--- config.mk ---
export PLATFORM = sky130hd
export DESIGN_NAME = key_matrix_eager_defer_debounce
export DESIGN_NICKNAME = d
export VERILOG_FILES = /design/src/design/kmd_pkg.sv /design/src/design/kmd_front.sv /design/src/design/kmd_back.sv /design/src/design/kmd_outq.sv /design/src/design/key_matrix_eager_defer_debounce.sv
export VERILOG_INCLUDE_DIRS = /design/src /design/src/design
export SDC_FILE = /design/constraint.sdc
export NUM_CORES = 2
export LEC_CHECK = 0
export ABC_AREA = 1
export BUFFER_PORTS_ARGS = -buffer_cell sky130_fd_sc_hd__buf_2
export CELL_PAD_IN_SITES_DETAIL_PLACEMENT = 1
export CELL_PAD_IN_SITES_GLOBAL_PLACEMENT = 1
export CORE_ASPECT_RATIO = 1.1
export CORE_MARGIN = 8
export CORE_UTILIZATION = 46
export DETAILED_ROUTE_END_ITERATION = 16
export PLACE_DENSITY_LB_ADDON = 0.1
export SYNTH_ARGS = -nofsm -noshare
export SYNTH_HDL_FRONTEND = slang
export SYNTH_HIERARCHICAL = 1
export SYNTH_SLANG_ARGS = --single-unit
--- constraint.sdc ---
create_clock -name clk_i -period 11.5 [get_ports clk_i]
set_clock_uncertainty 0.2 [all_clocks]
set_input_delay 2.3 -clock clk_i [delete_from_list [all_inputs] [get_ports clk_i]]
set_output_delay 2.3 -clock clk_i [all_outputs]
set_load 0.005 [all_outputs]
--- src/design/key_matrix_eager_defer_debounce_defines.svh ---
// Assertion macros shared by the debounce block
`ifndef KEY_MATRIX_EAGER_DEFER_DEBOUNCE_DEFINES_SVH
`define KEY_MATRIX_EAGER_DEFER_DEBOUNCE_DEFINES_SVH

// checked only outside reset
`define KMD_ASSERT(label, prop, msg) \
  label: assert property (@(posedge clk_i) disable iff (!rst_ni) (prop)) else $error(msg);

// checked on every edge
`define KMD_ASSERT_ALWAYS(label, prop, msg) \
  label: assert property (@(posedge clk_i) (prop)) else $error(msg);

`endif

--- src/design/kmd_pkg.sv ---
// Types and constants of the key matrix debounce block
package kmd_pkg;

  localparam int ROWS  = 16;
  localparam int COLS  = 16;
  localparam int ROW_W = 4;
  localparam int COL_W = 4;
  localparam int RAW_W = 16;
  localparam int EL_W  = 8;
  localparam int TMR_W = 7;
  localparam int CNT_W = 5;
  localparam int KEYS  = ROWS * COLS;
  localparam int KEY_W = ROW_W + COL_W;

  localparam int CFG_IDX_W  = 2;
  localparam int CFG_DATA_W = 7;

  localparam logic [CFG_IDX_W-1:0] CFG_DEBOUNCE_MS = 2'd0;
  localparam logic [CFG_IDX_W-1:0] CFG_ACTIVE_ROWS = 2'd1;
  localparam logic [CFG_IDX_W-1:0] CFG_ACTIVE_COLS = 2'd2;

  localparam logic [TMR_W-1:0] DEBOUNCE_RESET = 7'd5;
  localparam logic [CNT_W-1:0] ROWS_RESET     = 5'd16;
  localparam logic [CNT_W-1:0] COLS_RESET     = 5'd16;
  localparam logic [TMR_W-1:0] TIMER_DONE     = 7'd0;
  localparam logic [CNT_W-1:0] ROWS_MAX       = CNT_W'(ROWS);
  localparam logic [CNT_W-1:0] COLS_MAX       = CNT_W'((COLS < RAW_W) ? COLS : RAW_W);
  localparam logic [KEY_W-1:0] KEY_LAST       = KEY_W'(KEYS - 1);

  typedef struct packed {
    logic [ROW_W-1:0] row;
    logic [RAW_W-1:0] raw;
    logic [EL_W-1:0]  el;
    logic             active;
    logic [CNT_W-1:0] ncols;
    logic [TMR_W-1:0] dv;
  } job_t;

  typedef struct packed {
    logic             flag;
    logic [TMR_W-1:0] timer;
  } key_t;

  typedef struct packed {
    logic             is_event;
    logic [ROW_W-1:0] row;
    logic [COL_W-1:0] col;
    logic             state;
    logic [RAW_W-1:0] drow;
    logic             last;
  } result_t;

endpackage

--- src/design/kmd_front.sv ---
// Front end: configuration registers, scan item classification and job queue
module kmd_front (
  input  logic                           clk_i,
  input  logic                           rst_ni,
  input  logic                           cfg_valid_i,
  output logic                           cfg_ready_o,
  input  logic [kmd_pkg::CFG_IDX_W-1:0]  cfg_index_i,
  input  logic [kmd_pkg::CFG_DATA_W-1:0] cfg_data_i,
  input  logic                           push,
  output logic                           full,
  input  logic [kmd_pkg::ROW_W-1:0]      row_index_i,
  input  logic [kmd_pkg::RAW_W-1:0]      raw_row_i,
  input  logic [kmd_pkg::EL_W-1:0]       elapsed_ms_i,
  output logic                           job_valid_o,
  output kmd_pkg::job_t                  job_o,
  input  logic                           job_pop_i
);
  import kmd_pkg::*;

  logic [TMR_W-1:0] debounce_q;
  logic [CNT_W-1:0] rows_q, cols_q;
  logic [CNT_W-1:0] nrows, ncols;
  job_t             job_in;
  job_t             mem_q [2];
  logic             wptr_q, rptr_q;
  logic [1:0]       cnt_q;
  logic             wr_en, rd_en;

  assign cfg_ready_o = 1'b1;

  always_ff @(posedge clk_i or negedge rst_ni) begin
    if (!rst_ni) begin
      debounce_q <= DEBOUNCE_RESET;
      rows_q     <= ROWS_RESET;
      cols_q     <= COLS_RESET;
    end else if (cfg_valid_i) begin
      unique case (cfg_index_i)
        CFG_DEBOUNCE_MS: debounce_q <= cfg_data_i;
        CFG_ACTIVE_ROWS: rows_q     <= cfg_data_i[CNT_W-1:0];
        CFG_ACTIVE_COLS: cols_q     <= cfg_data_i[CNT_W-1:0];
        default: ;
      endcase
    end
  end

  always_comb begin
    nrows         = (rows_q > ROWS_MAX) ? ROWS_MAX : rows_q;
    ncols         = (cols_q > COLS_MAX) ? COLS_MAX : cols_q;
    job_in.row    = row_index_i;
    job_in.raw    = raw_row_i;
    job_in.el     = elapsed_ms_i;
    job_in.active = {1'b0, row_index_i} < nrows;
    job_in.ncols  = job_in.active ? ncols : '0;
    job_in.dv     = (debounce_q == TIMER_DONE) ? TMR_W'(1) : debounce_q;
  end

  assign full        = (cnt_q == 2'd2);
  assign wr_en       = push && !full;
  assign job_valid_o = (cnt_q != 2'd0);
  assign rd_en       = job_pop_i && job_valid_o;
  assign job_o       = mem_q[rptr_q];

  always_ff @(posedge clk_i) begin
    if (wr_en) begin
      mem_q[wptr_q] <= job_in;
    end
  end

  always_ff @(posedge clk_i or negedge rst_ni) begin
    if (!rst_ni) begin
      wptr_q <= 1'b0;
      rptr_q <= 1'b0;
      cnt_q  <= 2'd0;
    end else begin
      if (wr_en) wptr_q <= ~wptr_q;
      if (rd_en) rptr_q <= ~rptr_q;
      cnt_q <= cnt_q + {1'b0, wr_en} - {1'b0, rd_en};
    end
  end

endmodule

--- src/design/kmd_back.sv ---
// Back end: per-column debounce sequencer with key timers and debounced rows
`include "key_matrix_eager_defer_debounce_defines.svh"
module kmd_back (
  input  logic             clk_i,
  input  logic             rst_ni,
  input  logic             job_valid_i,
  input  kmd_pkg::job_t    job_i,
  output logic             job_pop_o,
  input  logic             out_full_i,
  output logic             res_push_o,
  output kmd_pkg::result_t res_o
);
  import kmd_pkg::*;

  key_t             key_mem [KEYS];
  key_t             key_rd_q, key_wdata;
  logic [RAW_W-1:0] dm_q    [ROWS];
  logic [CNT_W-1:0] col_q;
  logic [RAW_W-1:0] cooked_q;
  logic             fetched_q;
  logic             clr_q;
  logic [KEY_W-1:0] clr_addr_q;

  logic             go, fetch, closing, ev, st;
  logic             rd_en, wr_en;
  logic [KEY_W-1:0] rd_addr, wr_addr;
  logic [COL_W-1:0] cidx;
  logic [CNT_W-1:0] col_nxt;
  logic [RAW_W-1:0] cooked_cur, cooked_n, stored;
  logic [TMR_W-1:0] t, t_n;
  logic             p, p_n, r, k, k_n;

  always_comb begin
    closing    = (col_q >= job_i.ncols);
    go         = job_valid_i && !clr_q && !out_full_i && (closing || fetched_q);
    fetch      = job_valid_i && !clr_q && !closing && !fetched_q;
    cidx       = col_q[COL_W-1:0];
    col_nxt    = col_q + CNT_W'(1);
    stored     = ({1'b0, job_i.row} < ROWS_MAX) ? dm_q[job_i.row] : '0;
    cooked_cur = (col_q == '0) ? stored : cooked_q;
    t          = key_rd_q.timer;
    p          = key_rd_q.flag;
    r          = job_i.raw[cidx];
    k          = cooked_cur[cidx];
    t_n        = t;
    p_n        = p;
    k_n        = k;
    ev         = 1'b0;
    st         = 1'b0;

    // countdown pass
    if (t != TIMER_DONE) begin
      if ({1'b0, t} <= job_i.el) begin
        t_n = TIMER_DONE;
        if (!p) begin
          k_n = r;
          ev  = 1'b1;
          st  = r;
        end
      end else begin
        t_n = t - job_i.el[TMR_W-1:0];
      end
    end

    // transfer pass
    if (r != k_n) begin
      if (t_n == TIMER_DONE) begin
        p_n = r;
        t_n = job_i.dv;
        if (r) begin
          k_n = 1'b1;
          ev  = 1'b1;
          st  = 1'b1;
        end
      end
    end else if (t_n != TIMER_DONE && !p_n) begin
      t_n = TIMER_DONE;
    end

    cooked_n       = cooked_cur;
    cooked_n[cidx] = k_n;

    // next column is fetched while the current one is walked
    rd_en     = fetch || (go && !closing);
    rd_addr   = {job_i.row, fetch ? cidx : col_nxt[COL_W-1:0]};
    wr_en     = clr_q || (go && !closing);
    wr_addr   = clr_q ? clr_addr_q : {job_i.row, cidx};
    key_wdata = clr_q ? '0 : '{flag: p_n, timer: t_n};

    job_pop_o  = go && closing;
    res_push_o = go && (closing || ev);
    if (closing) begin
      res_o = '{is_event: 1'b0, row: job_i.row, col: '0, state: 1'b0,
                drow: cooked_cur, last: 1'b1};
    end else begin
      res_o = '{is_event: 1'b1, row: job_i.row, col: cidx, state: st,
                drow: cooked_n, last: 1'b0};
    end
  end

  always_ff @(posedge clk_i) begin
    if (wr_en) key_mem[wr_addr] <= key_wdata;
  end

  always_ff @(posedge clk_i) begin
    if (rd_en) key_rd_q <= key_mem[rd_addr];
  end

  always_ff @(posedge clk_i or negedge rst_ni) begin
    if (!rst_ni) begin
      col_q      <= '0;
      fetched_q  <= 1'b0;
      clr_q      <= 1'b1;
      clr_addr_q <= '0;
      for (int i = 0; i < ROWS; i++) dm_q[i] <= '0;
    end else begin
      if (clr_q) begin
        clr_addr_q <= clr_addr_q + KEY_W'(1);
        if (clr_addr_q == KEY_LAST) clr_q <= 1'b0;
      end
      if (fetch) begin
        fetched_q <= 1'b1;
      end else if (go) begin
        if (closing) begin
          col_q     <= '0;
          fetched_q <= 1'b0;
          if (job_i.active) dm_q[job_i.row] <= cooked_cur;
        end else begin
          col_q <= col_nxt;
        end
      end
    end
  end

  always_ff @(posedge clk_i) begin
    if (go && !closing) cooked_q <= cooked_n;
  end

  `KMD_ASSERT(a_col_bound, job_valid_i |-> col_q <= job_i.ncols, "column past row width")
  `KMD_ASSERT(a_col_restart, job_pop_o |=> col_q == '0, "column count not restarted")
  `KMD_ASSERT(a_idle_row_quiet, job_valid_i && !job_i.active |-> closing, "event on unused row")
  `KMD_ASSERT_ALWAYS(a_clear_quiet, !(clr_q && (go || fetch)), "sequencer ran while clearing")

endmodule

--- src/design/kmd_outq.sv ---
// Result queue between the sequencer and the result ports
module kmd_outq (
  input  logic             clk_i,
  input  logic             rst_ni,
  input  logic             push_i,
  input  kmd_pkg::result_t data_i,
  output logic             full_o,
  output logic             empty,
  input  logic             pop,
  output kmd_pkg::result_t data_o
);
  import kmd_pkg::*;

  result_t    mem_q [4];
  logic [1:0] wptr_q, rptr_q;
  logic [2:0] cnt_q;
  logic       wr_en, rd_en;

  assign full_o = (cnt_q == 3'd4);
  assign empty  = (cnt_q == 3'd0);
  assign wr_en  = push_i && !full_o;
  assign rd_en  = pop && !empty;
  assign data_o = mem_q[rptr_q];

  always_ff @(posedge clk_i) begin
    if (wr_en) begin
      mem_q[wptr_q] <= data_i;
    end
  end

  always_ff @(posedge clk_i or negedge rst_ni) begin
    if (!rst_ni) begin
      wptr_q <= '0;
      rptr_q <= '0;
      cnt_q  <= '0;
    end else begin
      if (wr_en) wptr_q <= wptr_q + 2'd1;
      if (rd_en) rptr_q <= rptr_q + 2'd1;
      cnt_q <= cnt_q + {2'b0, wr_en} - {2'b0, rd_en};
    end
  end

endmodule

--- src/design/key_matrix_eager_defer_debounce.sv ---
// Top level of the key matrix debounce block: front end, sequencer, result queue
//
//   channel   handshake            payload
//   config    cfg_valid_i/ready_o  cfg_index_i, cfg_data_i
//   scan in   push / full          row_index_i, raw_row_i, elapsed_ms_i
//   result    empty / pop          is_event_o .. last_o
//
// For each item the sequencer first fetches the first key entry, then walks one column
// per cycle while the result queue has room, then emits the closing transaction; an
// unused row gets only the closing transaction.
// A two-entry job queue takes the next scan while the current one is walked.
// The sequencer walks no column and emits nothing whenever the four-entry result queue is full.
// Reset clears the debounced rows at once; a clearing pass then zeroes all 256 key
// timers and flags, and scans wait in the job queue until it ends.
module key_matrix_eager_defer_debounce (
  input  logic                           clk_i,
  input  logic                           rst_ni,
  input  logic                           cfg_valid_i,
  output logic                           cfg_ready_o,
  input  logic [kmd_pkg::CFG_IDX_W-1:0]  cfg_index_i,
  input  logic [kmd_pkg::CFG_DATA_W-1:0] cfg_data_i,
  input  logic                           push,
  output logic                           full,
  input  logic [kmd_pkg::ROW_W-1:0]      row_index_i,
  input  logic [kmd_pkg::RAW_W-1:0]      raw_row_i,
  input  logic [kmd_pkg::EL_W-1:0]       elapsed_ms_i,
  output logic                           empty,
  input  logic                           pop,
  output logic                           is_event_o,
  output logic [kmd_pkg::ROW_W-1:0]      event_row_o,
  output logic [kmd_pkg::COL_W-1:0]      event_col_o,
  output logic                           event_state_o,
  output logic [kmd_pkg::RAW_W-1:0]      debounced_row_o,
  output logic                           last_o
);
  import kmd_pkg::*;

  logic    job_valid, job_pop, res_push, out_full;
  job_t    job;
  result_t res, head;

  kmd_front u_front (
    .clk_i        (clk_i),
    .rst_ni       (rst_ni),
    .cfg_valid_i  (cfg_valid_i),
    .cfg_ready_o  (cfg_ready_o),
    .cfg_index_i  (cfg_index_i),
    .cfg_data_i   (cfg_data_i),
    .push         (push),
    .full         (full),
    .row_index_i  (row_index_i),
    .raw_row_i    (raw_row_i),
    .elapsed_ms_i (elapsed_ms_i),
    .job_valid_o  (job_valid),
    .job_o        (job),
    .job_pop_i    (job_pop)
  );

  kmd_back u_back (
    .clk_i       (clk_i),
    .rst_ni      (rst_ni),
    .job_valid_i (job_valid),
    .job_i       (job),
    .job_pop_o   (job_pop),
    .out_full_i  (out_full),
    .res_push_o  (res_push),
    .res_o       (res)
  );

  kmd_outq u_outq (
    .clk_i  (clk_i),
    .rst_ni (rst_ni),
    .push_i (res_push),
    .data_i (res),
    .full_o (out_full),
    .empty  (empty),
    .pop    (pop),
    .data_o (head)
  );

  assign is_event_o      = head.is_event;
  assign event_row_o     = head.row;
  assign event_col_o     = head.col;
  assign event_state_o   = head.state;
  assign debounced_row_o = head.drow;
  assign last_o          = head.last;

endmodule
# --- Word level (Yosys, flattened, before mapping) ---
# Memories as Yosys holds them, arrays and structs flattened. A register that Yosys moved wholly into a read port is not among the register bits.
# Index checks and enable logic that the tools add are counted.
totals:
  reg_bits: 315
  ramBits: 2238
  input_bits: 42
  output_inout_bits: 30
  elab_cells: 162
  mem_count: 3
op_classes:
  add_sub_neg: 9
  n_lt_le_gt_ge: 9
  eq_ne: 6
  muxes: 59
  n_bitwise: 4
  n_reduce_logical: 42
memory_table:
  columns: ["name", "depth", "width", "read_ports", "rd_ports_with_merged_regs", "write_ports", "line", "rtl"]
  rows:
  - ["u_back.key_mem", 256, 8, 1, 1, 1, "kmd_back.sv:15", "key_t key_mem [KEYS];"]
  - ["u_outq.mem_q", 4, 27, 1, 0, 1, "kmd_outq.sv:14", "result_t mem_q [4];"]
  - ["u_front.mem_q", 2, 41, 1, 0, 1, "kmd_front.sv:24", "job_t mem_q [2];"]
op_table:
  columns: ["operator", "count"]
  rows:
  - ["bitwise mux 256 bit", 1]
  - ["binary-select mux 16 bit (select 4 bit)", 1]
  - ["demux 16 bit (select 4 bit)", 1]
  - ["2-to-1 mux 16 bit", 4]
  - ["2-to-1 mux 7 bit", 6]
  - ["2-to-1 mux 1 bit", 34]
  - ["2-to-1 mux 27 bit", 1]
  - ["2-to-1 mux 5 bit", 4]
  - ["bitwise mux 16 bit", 1]
  - ["2-to-1 mux 8 bit", 2]
  - ["logical AND 1 bit", 15]
  - ["logical NOT 7 bit", 2]
  - ["nonzero test 7 bit", 2]
  - ["> comparator 5 bit (second input constant)", 2]
  - ["AND reduction 2 bit", 5]
  - ["adder 8 x 1 -> 8 bit (second input constant)", 1]
  - ["binary-select mux 1 bit (select 4 bit)", 2]
  - ["equality test 8 bit (second input constant)", 1]
  - ["<= comparator 7 x 8 -> 1 bit", 1]
  - ["logical NOT 1 bit", 7]
  - ["subtractor 7 bit", 1]
  - ["nonzero test 2 bit", 3]
  - ["adder 5 x 1 -> 5 bit (second input constant)", 1]
  - ["greater-or-equal comparator 5 bit", 1]
  - ["23 further kinds", 30]

# --- Logic depth before layout (Yosys ltp) ---
# An unclocked memory read counts as a cell.
logic_depth:
  ltp_word: 18
  mapped_depth: 38
  ltp_nobuf: 34

# --- By module ---
# Netlist, hierarchy kept.
by_module_without_submodules:
  columns: ["module", "instances", "cells_per_inst", "area_each_um2", "seq_area_each_um2"]
  rows:
  - ["kmd_back", 1, 9320, 100566.5, 69002.4]
  - ["kmd_outq", 1, 401, 4674.5, 3418.3]
  - ["kmd_front", 1, 349, 4121.5, 2992.9]

# --- Worst setup path after synthesis ---
# OpenSTA, ideal clock, no wires.
synth_path:
  path_kind: "reg-to-reg"
  startpoint: "reg u_front.rptr_q"
  endpoint: "mem u_back/key_mem[0][7] (netlist name) (data pin)"
  setup_ps: 1573
  arrival_ps: 9913
  t_required_ps: 9727
  setup_slack_ps: -186
  stages_incl_launch_ff: 30
  n_path_buf: 5
  synth_period_minus_slack_ps: 11686
  path_cell_list: "dfrtp_1 -> buf_2 -> inv_4 -> buf_4 -> nand2_1 -> nand2_1 -> buf_4 -> nand2_1 -> inv_1 -> buf_2 -> buf_2 -> nand2_1 -> nand3_1 -> nand2_1 -> nand2_1 -> nor2_1 -> nand2_1 -> nand3_1 -> nand2_1 -> inv_1 -> nand2_1 -> nand2_1 -> nand2_1 -> o21ai_1 -> and2_1 -> ha_1 -> nand3_1 -> inv_1 -> nand2_1 -> a21oi_1"
synth_lines:
  columns: ["element", "line", "rtl"]
  rows:
  - ["start, declared", "kmd_front.sv:25", "logic wptr_q, rptr_q;"]
  - ["start signal, assigned", "kmd_front.sv:76", "if (rd_en) rptr_q <= ~rptr_q;"]
  - ["end, declared", "kmd_back.sv:15", null]

==> results.md <==
- Status: finished with violations
- Failing checks: max-capacitance violations
- Final #Nets: about 10000
- Initial antenna violation count: 6
- CP max-delay cell: clkinv_1
- Clk_lat worst skew: just under 900 ps
- DR vias: about 75000
- Max Clk Rate: approximately 120 MHz
- Pre-antenna DRT Iters: 6
- Synthesized Nets: ~10000
- Antenna-violating nets left: 0
- Post-Synth Simple-Gate Area: ~16%
- Via density per instance: roughly 5.7
- Reg area: 75400 sq um
- Crit Path Category: reg -> reg
- Die ar.: roughly 250000 sq um
- DRC errors left: 0
- R2R setup slack: approximately 3000 ps
- Endpoint class of the critical path: register
- Startpoint types: register
- CP arrival: about 9000 ps
- H-tree depth: 5
- Multi-input logic area: 27500 sq um
- Largest net degree at the start of global routing: ~230
- Min Tclk post-route: ~8500 ps
- GP Congestion: ~0.83
- Port Buffer Count: 70
- # rows: roughly 190
- Sequential share of the synthesized area: between 60 and 70%
- Gr ovfl total: 0
- # fillers: 24900
- Worst slew pin tran: 1490 ps
- Unrepaired setup endpoints after global routing: no
- Starting Density: a little under half
- Hold Vio Cnt, Final: 0
- Die Y: about 530 um
- Post_cts resized: 0
- Xor/xnor share of the synthesized area: 0.127%
- Mux cell area share after synthesis: 0%
- Cell count after synthesis: roughly 10000
- Synth Area per Inst: between 10 and 15 sq um
- Worst reg2reg endpoint: u_outq/cnt_q[2]$_DFF_PN0_
- Root buffer cell: clkbuf_16
- Reg clk slew, reported paths: roughly 60 ps
- Synthesized flop and latch total: about 2600
- CP required: about 12000 ps
- Layout cells sized above 1: around 6.6%
- Adder-cell area share of the yosys netlist: less than 1%
- Total CTS buffers: around 280
- 1st-iter DRT viols: 6069
- Post-synthesis instance area: roughly 110000 sq um
- Area delta synth->final: 10.7%
- Postcts setup bufs: 0
- CTS tree: built
- Reg2Reg Depth: 30
- First-pass GRT wire length: between 500000 and 600000 um
- Tcrit/Tclk final: around 74%
- Clock sink total: between 2000 and 3000
- Synth cell types: 45
- Synth Warn #: 6
- Chip Width: between 400 and 500 um
- Reg2reg start: u_front/rptr_q$_DFFE_PN0P_
- Most used cell, CP: nand2_1
- Vias in the first global route: between 70000 and 80000
- Max-cap viol count: 1
- CORE AREA: around 240000 sq um
- Main combinational cell family by area after synthesis: simple AND/OR/NAND/NOR gates
- Setup Total Neg Slack: 0 ps
- GRT Total Usage: 26.1%
- Hold Crit Depth: 1
- Hold EP: u_back/clr_q$_DFF_PN1_
- Max Root-Sink Buffers: 4
- Post-synthesis compound-gate area fraction: under 10%
- Largest fanout on the critical path: 41
- Setup Viol. Count Final: 0
- CP max stage delay: between 1000 and 1500 ps
- DP HPWL: around 200000 um
- Hold path startpoint: u_back/clr_addr_q[7]$_DFFE_PN0P_
- Hold Crit Class: reg -> reg
- # IOs: 72
- Routed WL: between 300000 and 400000 um
- Slew Limit Headroom: 0.00409%
- Max Slew Vio Count: 0
- CTS Hold Bufs: 0
- Avg WL per Cell: around 26 um
per-layer routing:
metal | global-route usage (%) | routed length, um | vias to the layer above
met2 | 44.0 | 165000 | 1948
met1 | 35.0 | 144000 | 38700
met3 | 3.49 | 17900 | 534
met5 | 0 | 13 | -
met4 | 8.63 | 11300 | 2
li1 | - | - | 34100
state kept, by name, summed over array words and instances, names as in the netlist, 7 cells and up:
register            cells
u_back/cooked_q        16
u_front/mem_q          82
u_outq/mem_q          108
u_back/clr_addr_q       8
u_back/t                7
u_back/dm_q           256
u_back/key_mem       2048
u_front/debounce_q      7
how the worst max path moves through the flow:
| stage | start | end | slack, ps | depth (start not counted) |
|---|---|---|---|---|
| 6_report | u_front/rptr_q$_DFFE_PN0P_ | u_outq/cnt_q[2]$_DFF_PN0_ | 2990 | 30 |
| 5_1_grt | u_front/rptr_q$_DFFE_PN0P_ | u_outq/cnt_q[2]$_DFF_PN0_ | 2410 | 30 |
| 4_1_cts | u_front/rptr_q$_DFFE_PN0P_ | u_outq/cnt_q[2]$_DFF_PN0_ | 2970 | 30 |
| 3_5_place_dp | u_front/rptr_q$_DFFE_PN0P_ | u_outq/cnt_q[2]$_DFF_PN0_ | 3020 | 30 |
| 3_3_place_gp | u_front/rptr_q$_DFFE_PN0P_ | u_outq/cnt_q[2]$_DFF_PN0_ | 3300 | 30 |
| 2_1_floorplan | u_front/rptr_q$_DFFE_PN0P_ | u_back/key_mem[0][2]$_DFFE_PP_ | 870 | 29 |
final cells by class:
| type | instances | share of cell area (%) |
|---|---|---|
| Inverter | 1056 | 3.29 |
| Multi-Input combinational cell | 5822 | 22.7 |
| Tap cell | 3118 | 3.22 |
| Clock inverter | 124 | 0.691 |
| Clock buffer | 364 | 6.40 |
| Sequential cell | 2561 | 62.3 |
| Timing Repair Buffer | 203 | 1.37 |
| Antenna cell | 7 | 0.0145 |
through the flow:
stage               worst slack, ps  utilization [%]  hold slack (ps)  cell area (sq um)  std cells
floorplan                       869                -              205             109000      10100
global placement               3300             47.6              223             112000      12800
detailed placement             3020             47.6              229             112000      12800
CTS                            2970             51.2              237             121000      13200
global route                   2410             51.2              267             121000      13200
finish                         2990             51.2              239             121000      13300
synth_stat cells (all sizes together):
| master | instances | area share (%) |
|---|---|---|
| nand2 | 2797 | 9.6 |
| edfxtp | 2262 | 62 |
| inv | 1053 | 3.6 |
| nand3 | 840 | 3.9 |
| o211ai | 700 | 4.8 |
| o21ai | 611 | 2.8 |
| nor2 | 609 | 2.1 |
| clkbuf | 320 | 1.1 |
| buf | 311 | 1.4 |
| dfrtp | 294 | 6.7 |
| a21oi | 129 | 0.59 |
| ha | 29 | 0.33 |
| nand3b | 28 | 0.19 |
| a21boi | 17 | 0.12 |
| nand4 | 17 | 0.097 |
| xor2 | 13 | 0.11 |
| or2 | 8 | 0.048 |
| nor3 | 7 | 0.032 |
| dfstp | 5 | 0.12 |
| a22oi | 4 | 0.027 |
| clkinv | 3 | 0.010 |
| a31oi | 2 | 0.011 |
| fa | 2 | 0.037 |
| o22ai | 2 | 0.011 |
| xnor2 | 2 | 0.016 |
| a31o | 1 | 0.0080 |
| a32o | 1 | 0.0092 |
| and2 | 1 | 0.0057 |
| conb | 1 | 0.0034 |
| nor4 | 1 | 0.0057 |
worst max-delay path: cells and delay by family (launching register included):
kind | cells | cell delay, ps
buf+inv | 6 | 2050
flops | 1 | 380
fa+ha+maj | 4 | 1230
compound gates | 2 | 480
simple gates | 18 | 4020
logic make-up after synthesis:
logic type | after synthesis
compound gates | 1467
xor+xnor | 15
fa+ha+maj | 31
buf+inv | 1687
flops | 2561
other cells | 1
simple gates | 4308
layout by cell type, fill, tap and decap left out, types with 16 or more instances in the layout:
master and instances:
nand2_1 2777, edfxtp_1 2262, inv_1 1042, nand3_1 830, o211ai_1 700, o21ai_0 595, nor2_1 590, clkbuf_16 295
dfrtp_1 293, a21oi_1 125, buf_4 109, buf_2 69, clkinv_1 64, clkbuf_1 59, clkinv_2 44, ha_1 29
nand3b_1 28, buf_12 24, nand2_2 18, nand4_1 17, a21boi_1 16
Power is left out: the tool's default activity adds up to more than one toggle a clock period on the data nets, which glitch-free logic cannot reach.
